<file path="src/oprs_pkg.sv">
// Shared types, constants and the microcode table of the OLED page refresh streamer.
package oprs_pkg;

    localparam int SCREEN_COLS = 128;
    localparam int SCREEN_ROWS = 64;
    localparam int STORE_BYTES = (SCREEN_COLS * SCREEN_ROWS) / 8;
    localparam int STORE_AW    = $clog2(STORE_BYTES);
    localparam int COL_W       = $clog2(SCREEN_COLS);
    localparam int ROW_BYTES   = SCREEN_COLS / 8;
    // wide enough for any page/row/column address, with room to spot overflow
    localparam int GADDR_W     = 12;

    localparam logic [7:0] CMD_PAGE     = 8'hB0;
    localparam logic [7:0] CMD_COL_LO   = 8'h00;
    localparam logic [7:0] CMD_COL_HI   = 8'h10;
    localparam logic [7:0] CMD_CONTRAST = 8'h81;
    localparam logic [7:0] PIXEL_MASK   = 8'h01;

    localparam logic [1:0] REQ_WRITE    = 2'd0;
    localparam logic [1:0] REQ_RENDER   = 2'd1;
    localparam logic [1:0] REQ_CONTRAST = 2'd2;
    localparam logic [1:0] REQ_TICK     = 2'd3;

    typedef struct packed {
        logic [1:0] req_type;
        logic [9:0] store_index;
        logic [7:0] store_byte;
        logic [2:0] first_page;
        logic [2:0] final_page;
        logic [7:0] contrast_value;
    } req_t;

    typedef struct packed {
        logic       byte_valid;
        logic [7:0] out_byte;
        logic       data_mode;
        logic       last_byte;
        logic       busy_res;
        logic       rejected;
    } res_t;

    typedef enum logic [2:0] {
        PH_IDLE     = 3'd0,
        PH_CON_CMD  = 3'd1,
        PH_CON_VAL  = 3'd2,
        PH_PAGE_CMD = 3'd3,
        PH_COL_LO   = 3'd4,
        PH_COL_HI   = 3'd5,
        PH_DATA     = 3'd6
    } phase_t;

    typedef enum logic [3:0] {
        U_CLEAR,
        U_FETCH,
        U_DECODE,
        U_REJECT,
        U_WRITE,
        U_RENDER,
        U_CONTRAST,
        U_NOP,
        U_CON_CMD,
        U_CON_VAL,
        U_PAGE_CMD,
        U_COL_LO,
        U_COL_HI,
        U_GATHER,
        U_DATA,
        U_EMIT
    } ustep_t;

    typedef enum logic [3:0] {
        OP_NONE,
        OP_CLEAR,
        OP_REJECT,
        OP_WRITE,
        OP_RENDER,
        OP_CONTRAST,
        OP_BLANK,
        OP_CON_CMD,
        OP_CON_VAL,
        OP_PAGE_CMD,
        OP_COL_LO,
        OP_COL_HI,
        OP_GATHER,
        OP_DATA,
        OP_EMIT
    } uop_t;

    typedef enum logic [2:0] {
        C_ALWAYS,
        C_IN_FIRE,
        C_DISPATCH,
        C_GATHER_DONE,
        C_CLEAR_DONE,
        C_OUT_FREE
    } ucond_t;

    typedef struct packed {
        uop_t   op;
        ucond_t cond;
        ustep_t next;
        logic   take_in;
    } uword_t;

    typedef struct packed {
        logic       in_fire;
        logic       out_free;
        logic       gather_last;
        logic       clear_last;
        logic [1:0] req_type;
        phase_t     phase;
    } ustat_t;

    function automatic uword_t ucode(input ustep_t s);
        uword_t w;
        w = '{op: OP_NONE, cond: C_ALWAYS, next: U_FETCH, take_in: 1'b0};
        unique case (s)
            U_CLEAR:    w = '{op: OP_CLEAR,    cond: C_CLEAR_DONE,  next: U_FETCH,  take_in: 1'b0};
            U_FETCH:    w = '{op: OP_NONE,     cond: C_IN_FIRE,     next: U_DECODE, take_in: 1'b1};
            U_DECODE:   w = '{op: OP_NONE,     cond: C_DISPATCH,    next: U_FETCH,  take_in: 1'b0};
            U_REJECT:   w = '{op: OP_REJECT,   cond: C_ALWAYS,      next: U_EMIT,   take_in: 1'b0};
            U_WRITE:    w = '{op: OP_WRITE,    cond: C_ALWAYS,      next: U_EMIT,   take_in: 1'b0};
            U_RENDER:   w = '{op: OP_RENDER,   cond: C_ALWAYS,      next: U_EMIT,   take_in: 1'b0};
            U_CONTRAST: w = '{op: OP_CONTRAST, cond: C_ALWAYS,      next: U_EMIT,   take_in: 1'b0};
            U_NOP:      w = '{op: OP_BLANK,    cond: C_ALWAYS,      next: U_EMIT,   take_in: 1'b0};
            U_CON_CMD:  w = '{op: OP_CON_CMD,  cond: C_ALWAYS,      next: U_EMIT,   take_in: 1'b0};
            U_CON_VAL:  w = '{op: OP_CON_VAL,  cond: C_ALWAYS,      next: U_EMIT,   take_in: 1'b0};
            U_PAGE_CMD: w = '{op: OP_PAGE_CMD, cond: C_ALWAYS,      next: U_EMIT,   take_in: 1'b0};
            U_COL_LO:   w = '{op: OP_COL_LO,   cond: C_ALWAYS,      next: U_EMIT,   take_in: 1'b0};
            U_COL_HI:   w = '{op: OP_COL_HI,   cond: C_ALWAYS,      next: U_EMIT,   take_in: 1'b0};
            U_GATHER:   w = '{op: OP_GATHER,   cond: C_GATHER_DONE, next: U_DATA,   take_in: 1'b0};
            U_DATA:     w = '{op: OP_DATA,     cond: C_ALWAYS,      next: U_EMIT,   take_in: 1'b0};
            U_EMIT:     w = '{op: OP_EMIT,     cond: C_OUT_FREE,    next: U_FETCH,  take_in: 1'b0};
            default:    w = '{op: OP_NONE,     cond: C_ALWAYS,      next: U_FETCH,  take_in: 1'b0};
        endcase
        return w;
    endfunction

endpackage

</file>
<file path="src/oprs_useq.sv">
// Microprogram sequencer: step counter, control store lookup and jump logic.
module oprs_useq
    import oprs_pkg::*;
(
    input  logic   clk,
    input  logic   rst_n,
    input  ustat_t stat,
    output uword_t cw
);

    ustep_t upc_reg;
    ustep_t upc_next;
    ustep_t dispatch;

    assign cw = ucode(upc_reg);

    // multi-way branch on request kind, busy and sequencer phase
    always_comb
    begin
        dispatch = U_NOP;
        if (stat.req_type != REQ_TICK)
        begin
            if (stat.phase != PH_IDLE)
            begin
                dispatch = U_REJECT;
            end
            else
            begin
                unique case (stat.req_type)
                    REQ_WRITE:  dispatch = U_WRITE;
                    REQ_RENDER: dispatch = U_RENDER;
                    default:    dispatch = U_CONTRAST;
                endcase
            end
        end
        else
        begin
            unique case (stat.phase)
                PH_CON_CMD:  dispatch = U_CON_CMD;
                PH_CON_VAL:  dispatch = U_CON_VAL;
                PH_PAGE_CMD: dispatch = U_PAGE_CMD;
                PH_COL_LO:   dispatch = U_COL_LO;
                PH_COL_HI:   dispatch = U_COL_HI;
                PH_DATA:     dispatch = U_GATHER;
                default:     dispatch = U_NOP;
            endcase
        end
    end

    always_comb
    begin
        upc_next = upc_reg;
        unique case (cw.cond)
            C_ALWAYS:      upc_next = cw.next;
            C_IN_FIRE:     upc_next = stat.in_fire ? cw.next : upc_reg;
            C_DISPATCH:    upc_next = dispatch;
            C_GATHER_DONE: upc_next = stat.gather_last ? cw.next : upc_reg;
            C_CLEAR_DONE:  upc_next = stat.clear_last ? cw.next : upc_reg;
            C_OUT_FREE:    upc_next = stat.out_free ? cw.next : upc_reg;
            default:       upc_next = U_FETCH;
        endcase
    end

    always_ff @(posedge clk or negedge rst_n)
    begin
        if (!rst_n)
        begin
            upc_reg <= U_CLEAR;
        end
        else
        begin
            upc_reg <= upc_next;
        end
    end

endmodule

</file>
<file path="config.mk">
export PLATFORM = sky130hd
export DESIGN_NAME = oprs_useq
export DESIGN_NICKNAME = d
export VERILOG_FILES = /design/src/oprs_pkg.sv /design/src/oprs_useq.sv
export SDC_FILE = /design/constraint.sdc
export NUM_CORES = 1
export LEC_CHECK = 0
export BUFFER_PORTS_ARGS = -buffer_cell sky130_fd_sc_hd__buf_2
export CAP_MARGIN = 5
export CELL_PAD_IN_SITES_DETAIL_PLACEMENT = 1
export CELL_PAD_IN_SITES_GLOBAL_PLACEMENT = 1
export CORE_MARGIN = 2
export CORE_UTILIZATION = 37
export DETAILED_ROUTE_END_ITERATION = 10
export PLACE_DENSITY = 0.79
export SYNTH_ARGS = -nofsm -noshare
export SYNTH_HDL_FRONTEND = slang
export SYNTH_SLANG_ARGS = --single-unit
</file>
<file path="constraint.sdc">
create_clock -name clk -period 3.38 [get_ports clk]
set_clock_uncertainty 0.1 [all_clocks]
set_input_delay 0.169 -clock clk [delete_from_list [all_inputs] [get_ports clk]]
set_output_delay 0.169 -clock clk [all_outputs]
set_load 0.02 [all_outputs]
</file>
# After elaboration in Yosys (flattened, before gate mapping)
# Memory sizes are Yosys's and may differ from the RTL's.
# Index checks and enable logic that the tools add are counted.
# Widths: inputs -> output; s select.
# classes
eq_ne,17
n_mux,9
n_reduce_logical,4
# op_table
operator,n
$pmux 4 s6,2
$mux 4,5
$eq 3x3->1 const B,5
$eq 3x2->1 const B,4
$ne 2x2->1 const B,5
$eq 3x1->1 const B,2
$pmux 2 s2,1
$reduce_and 4->1,1
$logic_not 3->1,1
$mux 3,1
$reduce_bool 3->1,1
$eq 2x1->1 const B,1
$logic_not 2->1,1
# totals
reg_bits,4
rom_bits,192
inputBits,11
wordCells,32
mem_count,1
# mem_list
name,words,width,read_ports,rd_clocked_by_memory_dff,wr,line,source
(name not given),16,12,1,0,0,oprs_pkg.sv:117,unique case (s)

# Logic depth before layout (Yosys ltp)
# Gate-level depths: netlist of run 1.
# logic_depth
ltp_word,5
depth_mapped,8

# Least setup slack after synthesis of run 1
# OpenSTA, ideal clock, no wires.
# synth_timing
kind,reg2reg
start,reg upc_reg[1]
end,reg upc_reg[1]
t_arrival_ns,2.000
required_ns,3.155
path_slack_ns,1.155
path_stages_with_launch,9
synth_period_minus_slack_ns,2.225
path_cell_list,dfrtp_1 > inv_1 > ha_1 > nor3b_2 > a21oi_1 > inv_1 > nand3_1 > o2111a_2 > mux2_4
# synth_lines
element,line,source
"start, declared",oprs_useq.sv:11,ustep_t upc_reg;
"start signal, assigned",oprs_useq.sv:72,upc_reg <= upc_next;

# Final worst setup path of run 1
# layout_timing
start,reg upc_reg[0]
end,reg upc_reg[1]
# layout_between
elab_chain_len,4
word_cells_on_any_way,17
cone_classes,eq/ne: 9; mux: 5; reduce/logical: 2; memory: 1
# layout_rtl
element,line,source
$mem_v2 16x12 *,-,
$eq 3x1->1 (tied with other cells),oprs_useq.sv:53,unique case (cw.cond)
$ne 2x2->1 (no line),-,
$reduce_and 4->1 (no line),-,
# Mark *: on every way between the ends. The rest lies on a longest branch, timed or not. The select of a mux whose other input is x is not followed.
# A chain may end at the register's enable or synchronous reset.

==> results of run 1 <==
-- final timing paths --
check / startpoint / to / slack, ns
min: rst_n / upc_reg[3] / 0.16
max in group asynchronous: rst_n / upc_reg[0] / 2.90
max: upc_reg[0] / upc_reg[1] / 1.13
max reg2reg: upc_reg[0] / upc_reg[1] / 1.13
min reg2reg: upc_reg[1] / upc_reg[1] / 0.53
min in group clk: stat[7] / upc_reg[0] / 0.32
-- routing by layer --
metal  wire (um)  track usage, %  part of all wire [%]  vias to the layer above
li1            -               -                     -                      313
met1         763            25.8                    48                      288
met2         790            30.3                    49                       17
met3          45            1.20                   2.8                        0
met4           0            3.53                     0                        0
met5           0               0                     0                        -
-- through the flow --
step	power [mW]	hold slack, ns	area (um2)	cells	util (%)
6_report	0.776	0.162	746	108	47.8
2_1_floorplan	0.616	-0.227	632	71	-
5_1_grt	0.837	0.185	746	108	47.8
3_3_place_gp	0.709	-0.124	713	104	45.7
3_5_place_dp	0.716	-0.125	713	104	45.7
4_1_cts	0.780	0.164	746	108	47.8
-- report_power, final --
group | switching, mW | leakage (nW) | internal (mW)
Clock | 0.0192 | 0.0138 | 0.0397
Combinational | 0.336 | 0.293 | 0.257
Sequential | 0.0535 | 0.0420 | 0.0709
Total | 0.408 | 0.348 | 0.368
-- final cells by class --
cell class | instances | area [um2] | share of cell area, %
multi-input cells | 57 | 464 | 62.2
inverters | 5 | 18.8 | 2.52
well taps | 16 | 20.0 | 2.68
clock buffers | 3 | 22.5 | 3.02
flip-flops and latches | 4 | 100 | 13.4
repair buffers | 23 | 120 | 16.1
-- cell usage after synthesis (3+ instances only) --
| library cell | number |
|---|---|
| a21oi_1 | 4 |
| a31oi_1 | 3 |
| buf_6 | 3 |
| dfrtp_1 | 4 |
| ha_1 | 6 |
| inv_1 | 5 |
| mux2_4 | 3 |
| nand2_1 | 3 |
| nand3_1 | 6 |
| o21ai_0 | 3 |
-- kinds of logic (layout without fill, tap and decap cells) --
kind of cell,count (synthesis),count (layout),synth area share (%)
fa+ha+maj,6,6,11.9
simple gates,25,25,26.1
mux,4,4,8.71
compound gates,22,22,26.7
flops,4,4,15.8
buf+inv,10,31,10.7
-- what timing repair did --
item	in CTS	in global routing
hold buffers	1	0
hold endpoints to repair	4	0
setup endpoints to repair	0	0
==> reports/qor.csv, run 1 <==
stage,metric,value,unit
synthesis,ys_seq_area_share,15.8,%
routing,vias,618,
synthesis,synthTopCellsByArea,"dfrtp_1 16%, ha_1 12%, mux2_4 7.1%, buf_6 5.3%, nand3_1 4.8%",
synthesis,syn_inst,71,
placed_design,pre_cts_slack,1.15,ns
layout,n_antenna_cell,0,
timing,setup_viol,0,
die,io_pins,23,
critical_path,end_kind,register,
run,drv_cap,0,
critical_path,worstPathArrival,2.26,ns
synthesis,synth_nets,88,
timing,max_clock_freq,0.445,GHz
timing,timing.final.crit_period,2.25,ns
layout,nNetsFinal,111,
layout,n_fill_cell,204,
critical_path,criticalPathCategory,register to register,
synthesis,synth-seq-cells,4,
critical_path,path_delay_family,compound AO/OA/AOI/OAI gates,
power,ir_worst_vdd,0.354,mV
critical_path,crit_chain,inv_1 -> ha_1 -> and4bb_2 -> a31oi_1 -> o2111a_2 -> mux2_4,
timing,slew_headroom,62.8,%
routing,antenna_left,0,
clock_network,post_cts_resized,0,
critical_path,slowest_delay,0.44,ns
critical_path,cp.depth,6,
grt,track_usage,18.2,%
grt,grt_pass1_wl,2820,um
clock_network,clock-root-buffer,clkbuf_4,
routing,drt-initial-drc-count,10,
die,die-area,0.00205,mm2
clock_network,post_cts_buffers,0,
layout,final_cell_mix,"22 x buf_2, 6 x nand3_1, 6 x ha_1",
clock_network,clockBufferDepth,2,
die,num_rows,14,
die,die_w,45.3,um
timing,hold_viol_final,0,
clock_network,tritoncts,yes,
clock_network,cts_inserted_buffers,3,
critical_path,crit_fanout,7,
clock_network,htree_num_levels,1,
outcome,status,finished clean,
critical_path,required,3.39,ns
routing,wl_per_cell,14.8,um
routing,vias_per_cell,5.72,
placed_design,io_buffer_count,22,
synthesis,synth_top_area_share,15.8,%
grt,grt_max_degree,12,
critical_path,critPathSlowestCell,dfrtp_1,
grt,grt.overflow.total,0,
grt,grt_pass1_vias,650,
die,core,0.00156,mm2
synthesis,async_flop_share,100,%
synthesis,yosysWarnings,0,
timing,slew_violations,0,
synthesis,synth_area,632,um2
placed_design,place_hpwl,1280,um
routing,drc,0,
timing,tightest_slew,0.555,ns
synthesis,synth_edf_count,0,
timing,finalSetupTns,0,ns
die,die_y,45.3,um
clock_network,clk_latency,0.23,ns
critical_path,critPathBufInv,1,
clock_network,clk_pin_slew,0.04,ns
routing,detail_route.first_pass.iterations,4,
layout,drive_gt1_share,40.2,%
critical_path,r2r_cells,6,
timing,rsz0062_at_grt,false,
layout,layout_commonest_cell,buf_2,
timing,fin_crit_sh,66.5,%
power,powerDensity,1040,mW/mm2
synthesis,yosys.cell_types.count,36,
synthesis,avgSynthCellArea,8.90,um2
routing,wl,1600,um
timing,finalWorstSetupSlack,1.13,ns
clock_network,cts.sinks,4,
synthesis,yosys.area.top_type,dfrtp_1,
synthesis,ys.flop_type,dfrtp_1,
layout,area_delta_synth_final,18.0,%
hold_path,hp-class,input pin to async pin,
die,start_util,40.5,%
placed_design,place_congestion,0.811,
grt,antenna_found_initial,0,
power,p_leak,0.348,nW
critical_path,start_kind,register,
layout,largest_reg_flops,4,
Power figures use the tool's default switching activity.
==> run 2, diff against run 1 <==
--- a/config.mk
+++ b/config.mk
@@ -5,14 +5,15 @@
 export SDC_FILE = /design/constraint.sdc
 export NUM_CORES = 1
 export LEC_CHECK = 0
+export ABC_AREA = 1
 export BUFFER_PORTS_ARGS = -buffer_cell sky130_fd_sc_hd__buf_2
 export CAP_MARGIN = 5
 export CELL_PAD_IN_SITES_DETAIL_PLACEMENT = 1
 export CELL_PAD_IN_SITES_GLOBAL_PLACEMENT = 1
 export CORE_MARGIN = 2
-export CORE_UTILIZATION = 37
+export CORE_UTILIZATION = 32
 export DETAILED_ROUTE_END_ITERATION = 10
-export PLACE_DENSITY = 0.79
+export PLACE_DENSITY = 0.75
 export SYNTH_ARGS = -nofsm -noshare
 export SYNTH_HDL_FRONTEND = slang
 export SYNTH_SLANG_ARGS = --single-unit
==> constraint.sdc (replaced) <==
create_clock -name clk -period 2.33 [get_ports clk]
set_clock_uncertainty 0.1 [all_clocks]
set_input_delay 0.1165 -clock clk [delete_from_list [all_inputs] [get_ports clk]]
set_output_delay 0.1165 -clock clk [all_outputs]
set_load 0.02 [all_outputs]
==> run 2 against run 1 <==
  * Die area is 12% higher
  * Routed wire length is 7.4% higher
  * Via count is 13% higher
  * Clock power is 53% higher
  * Core utilization is 4.3 points lower
  * Largest power group unchanged
  * First-iteration DRC count is 40% lower
  * Synthesized cell count is 39% higher
  * Sequential cell count stayed put
  * Global-route usage is 0.80 points lower
==> reports/qor.csv, run 2 <==
stage,metric,value,unit
outcome,status,finished clean,
synthesis,synth_nets,116,
synthesis,ys_seq_area_share,16.1,%
clock_network,clockBufferDepth,2,
synthesis,yosys.area.top_type,nand2_1,
layout,n_antenna_cell,0,
grt,antenna_found_initial,0,
layout,multiInputGateArea,442,um2
synthesis,async_flop_share,100,%
synthesis,synth_compound_area_share,11.5,%
layout,n_fill_cell,251,
layout,layout_commonest_cell,nand2_1,
die,num_rows,15,
synthesis,synthXorXnorAreaFrac,0,%
routing,detail_route.first_pass.iterations,4,
critical_path,critPathSlowestCell,dfrtp_1,
synthesis,synth_area,621,um2
synthesis,yosysWarnings,0,
synthesis,synthAdderAreaFrac,12.1,%
routing,drt-initial-drc-count,6,
clock_network,cts.sinks,4,
synthesis,synthTopCellsByArea,"nand2_1 18%, dfrtp_1 16%, ha_1 12%, inv_1 9.7%, nand3_1 8.9%",
synthesis,synth_most_common_cell,nand2_1,
critical_path,r2r_cells,10,
layout,final_area,776,um2
grt,grt_pass1_vias,664,
timing,slew_headroom,77.1,%
timing,timing.final.crit_period,1.87,ns
power,p_leak,0.461,nW
critical_path,worstPathArrival,1.89,ns
critical_path,critPathBufInv,1,
layout,final_cell_mix,"29 x nand2_1, 22 x buf_2, 16 x inv_1",
routing,wl_per_cell,11.6,um
synthesis,synth_top_area_share,17.5,%
clock_network,clock-root-buffer,clkbuf_4,
synthesis,synthTopCellsByCount,"29 x nand2_1, 16 x inv_1, 11 x nand3_1",
die,die_y,48.0,um
grt,track_usage,17.4,%
critical_path,reg2reg_to,upc_reg[2],
synthesis,synth_top_family_by_area,simple AND/OR/NAND/NOR gates,
critical_path,path_delay_family,simple AND/OR/NAND/NOR gates,
critical_path,end_kind,register,
clock_network,clk_latency,0.24,ns
clock_network,clk_pin_slew,0.04,ns
timing,tightest_slew,0.343,ns
die,die-area,0.00231,mm2
layout,nNetsFinal,142,
clock_network,cts_inserted_buffers,3,
critical_path,ff2ff_setup_slack,0.46,ns
synthesis,synth-seq-cells,4,
clock_network,post_cts_buffers,0,
critical_path,criticalPathCategory,register to register,
critical_path,crit_chain,inv_1 -> ha_1 -> nand2_2 -> nand2_2 -> nand2_4 -> nand2_2 -> nor2_4 -> nand3_2 -> nand2_1 -> nand2_1,
layout,ff_latch_area,100,um2
synthesis,synth_simple_gate_area_share,47.6,%
synthesis,ys.flop_type,dfrtp_1,
timing,hold_viol_final,0,
placed_design,place_congestion,0.750,
critical_path,cp_common_cell,nand2_2,
die,io_pins,23,
timing,rsz0062_at_grt,false,
synthesis,synth_edf_count,0,
critical_path,timing.rr.start,upc_reg[0],
routing,antenna_left,0,
synthesis,muxShareOfSynthArea,0,%
placed_design,post_dp_cell_area,743,um2
layout,largest_reg_flops,4,
run,drv_cap,0,
hold_path,hp-class,input pin to async pin,
critical_path,crit_fanout,8,
critical_path,required,2.36,ns
layout,drive_gt1_share,31.7,%
routing,drc,0,
timing,max_clock_freq,0.536,GHz
synthesis,avgSynthCellArea,6.27,um2
synthesis,yosys.cell_types.count,18,
placed_design,place_hpwl,1460,um
die,die_w,48.0,um
critical_path,start_kind,register,
die,start_util,34.8,%
timing,slew_violations,0,
power,power,1.20,mW
synthesis,syn_inst,99,
routing,vias_per_cell,4.72,
grt,grt.overflow.total,0,
routing,wl,1720,um
placed_design,io_buffer_count,22,
critical_path,slowest_delay,0.50,ns
routing,vias,698,
power,powerDensity,1540,mW/mm2
layout,area_delta_synth_final,25.0,%
die,core,0.00178,mm2
timing,fin_crit_sh,80.1,%
timing,setup_viol,0,
grt,grt_pass1_wl,2790,um
power,ir_worst_vdd,0.557,mV
timing,finalSetupTns,0,ns
grt,grt_max_degree,9,
clock_network,htree_num_levels,1,
clock_network,tritoncts,yes,
[run 2: changes by cell type in the layout (fill, tap and decap cells not counted), moves of 3 or more]
cell | before | now
o21ai_0 | 3 | 10
a31oi_1 | 3 | 0
inv_1 | 5 | 16
a21oi_1 | 4 | 1
nand2_2 | 0 | 6
mux2_4 | 3 | 0
nand3_1 | 6 | 11
nand2_1 | 3 | 29
[run 2: routing by layer]
layer	GRT usage [%]	part of all wire [%]	up-vias
met4	3.24	0.87	0
met2	31.2	50	18
met5	0	0	-
li1	-	-	361
met3	3.40	4.9	2
met1	21.4	44	317
[run 2: area by class of cell]
| cell class | count | share of cell area (%) |
|---|---|---|
| inverters | 16 | 7.74 |
| flip-flops and latches | 4 | 12.9 |
| multi-input cells | 77 | 56.9 |
| clock buffers | 3 | 2.90 |
| repair buffers | 23 | 15.5 |
| well taps | 25 | 4.03 |
[run 2: worst max path at each step]
| stage | start | to | slack (ns) | cells past startpoint |
|---|---|---|---|---|
| floorplan | upc_reg[0] | upc_reg[3] | 0.68 | 10 |
| global placement | upc_reg[0] | upc_reg[3] | 0.50 | 10 |
| detailed placement | upc_reg[0] | upc_reg[0] | 0.47 | 10 |
| CTS | upc_reg[0] | upc_reg[0] | 0.45 | 10 |
| global route | upc_reg[0] | upc_reg[3] | 0.29 | 9 |
| finish | upc_reg[0] | upc_reg[2] | 0.46 | 10 |
[run 2: through the flow]
step / utilization [%] / hold slack, ns / setup WS, ns / cells
2_1_floorplan: - / -0.279 / 0.684 / 99
3_3_place_gp: 41.7 / -0.175 / 0.498 / 144
3_5_place_dp: 41.7 / -0.171 / 0.465 / 144
4_1_cts: 43.5 / 0.104 / 0.448 / 148
5_1_grt: 43.5 / 0.125 / 0.290 / 148
6_report: 43.5 / 0.117 / 0.464 / 148
[run 2: worst register-to-register path: cells and delay by family (launching register included)]
family / cells / cell delay (ns)
adders and majority gates: 1 / 0.26
and+or+nand+nor: 8 / 0.74
buffers and inverters: 1 / 0.17
DFF: 1 / 0.50
[run 2: power by group]
group	total, mW	internal (mW)	leakage, nW	switching [mW]
combinational	0.923	0.299	0.403	0.625
sequential	0.185	0.109	0.0435	0.0762
clock	0.0904	0.0579	0.0138	0.0325
total	1.20	0.465	0.461	0.733
[run 2: cell families (layout without fill, tap and decap cells)]
kind of cell	Yosys count	after routing
compound gates	13	13
fa+ha+maj	6	6
buf+inv	18	42
flops	4	4
simple gates	58	58
[run 2: what timing repair did]
action | in CTS | in global routing
resized for setup | 0 | 0
hold endpoints to repair | 4 | 0
hold buffers | 1 | 0
endpoints found under the setup margin | 0 | 0
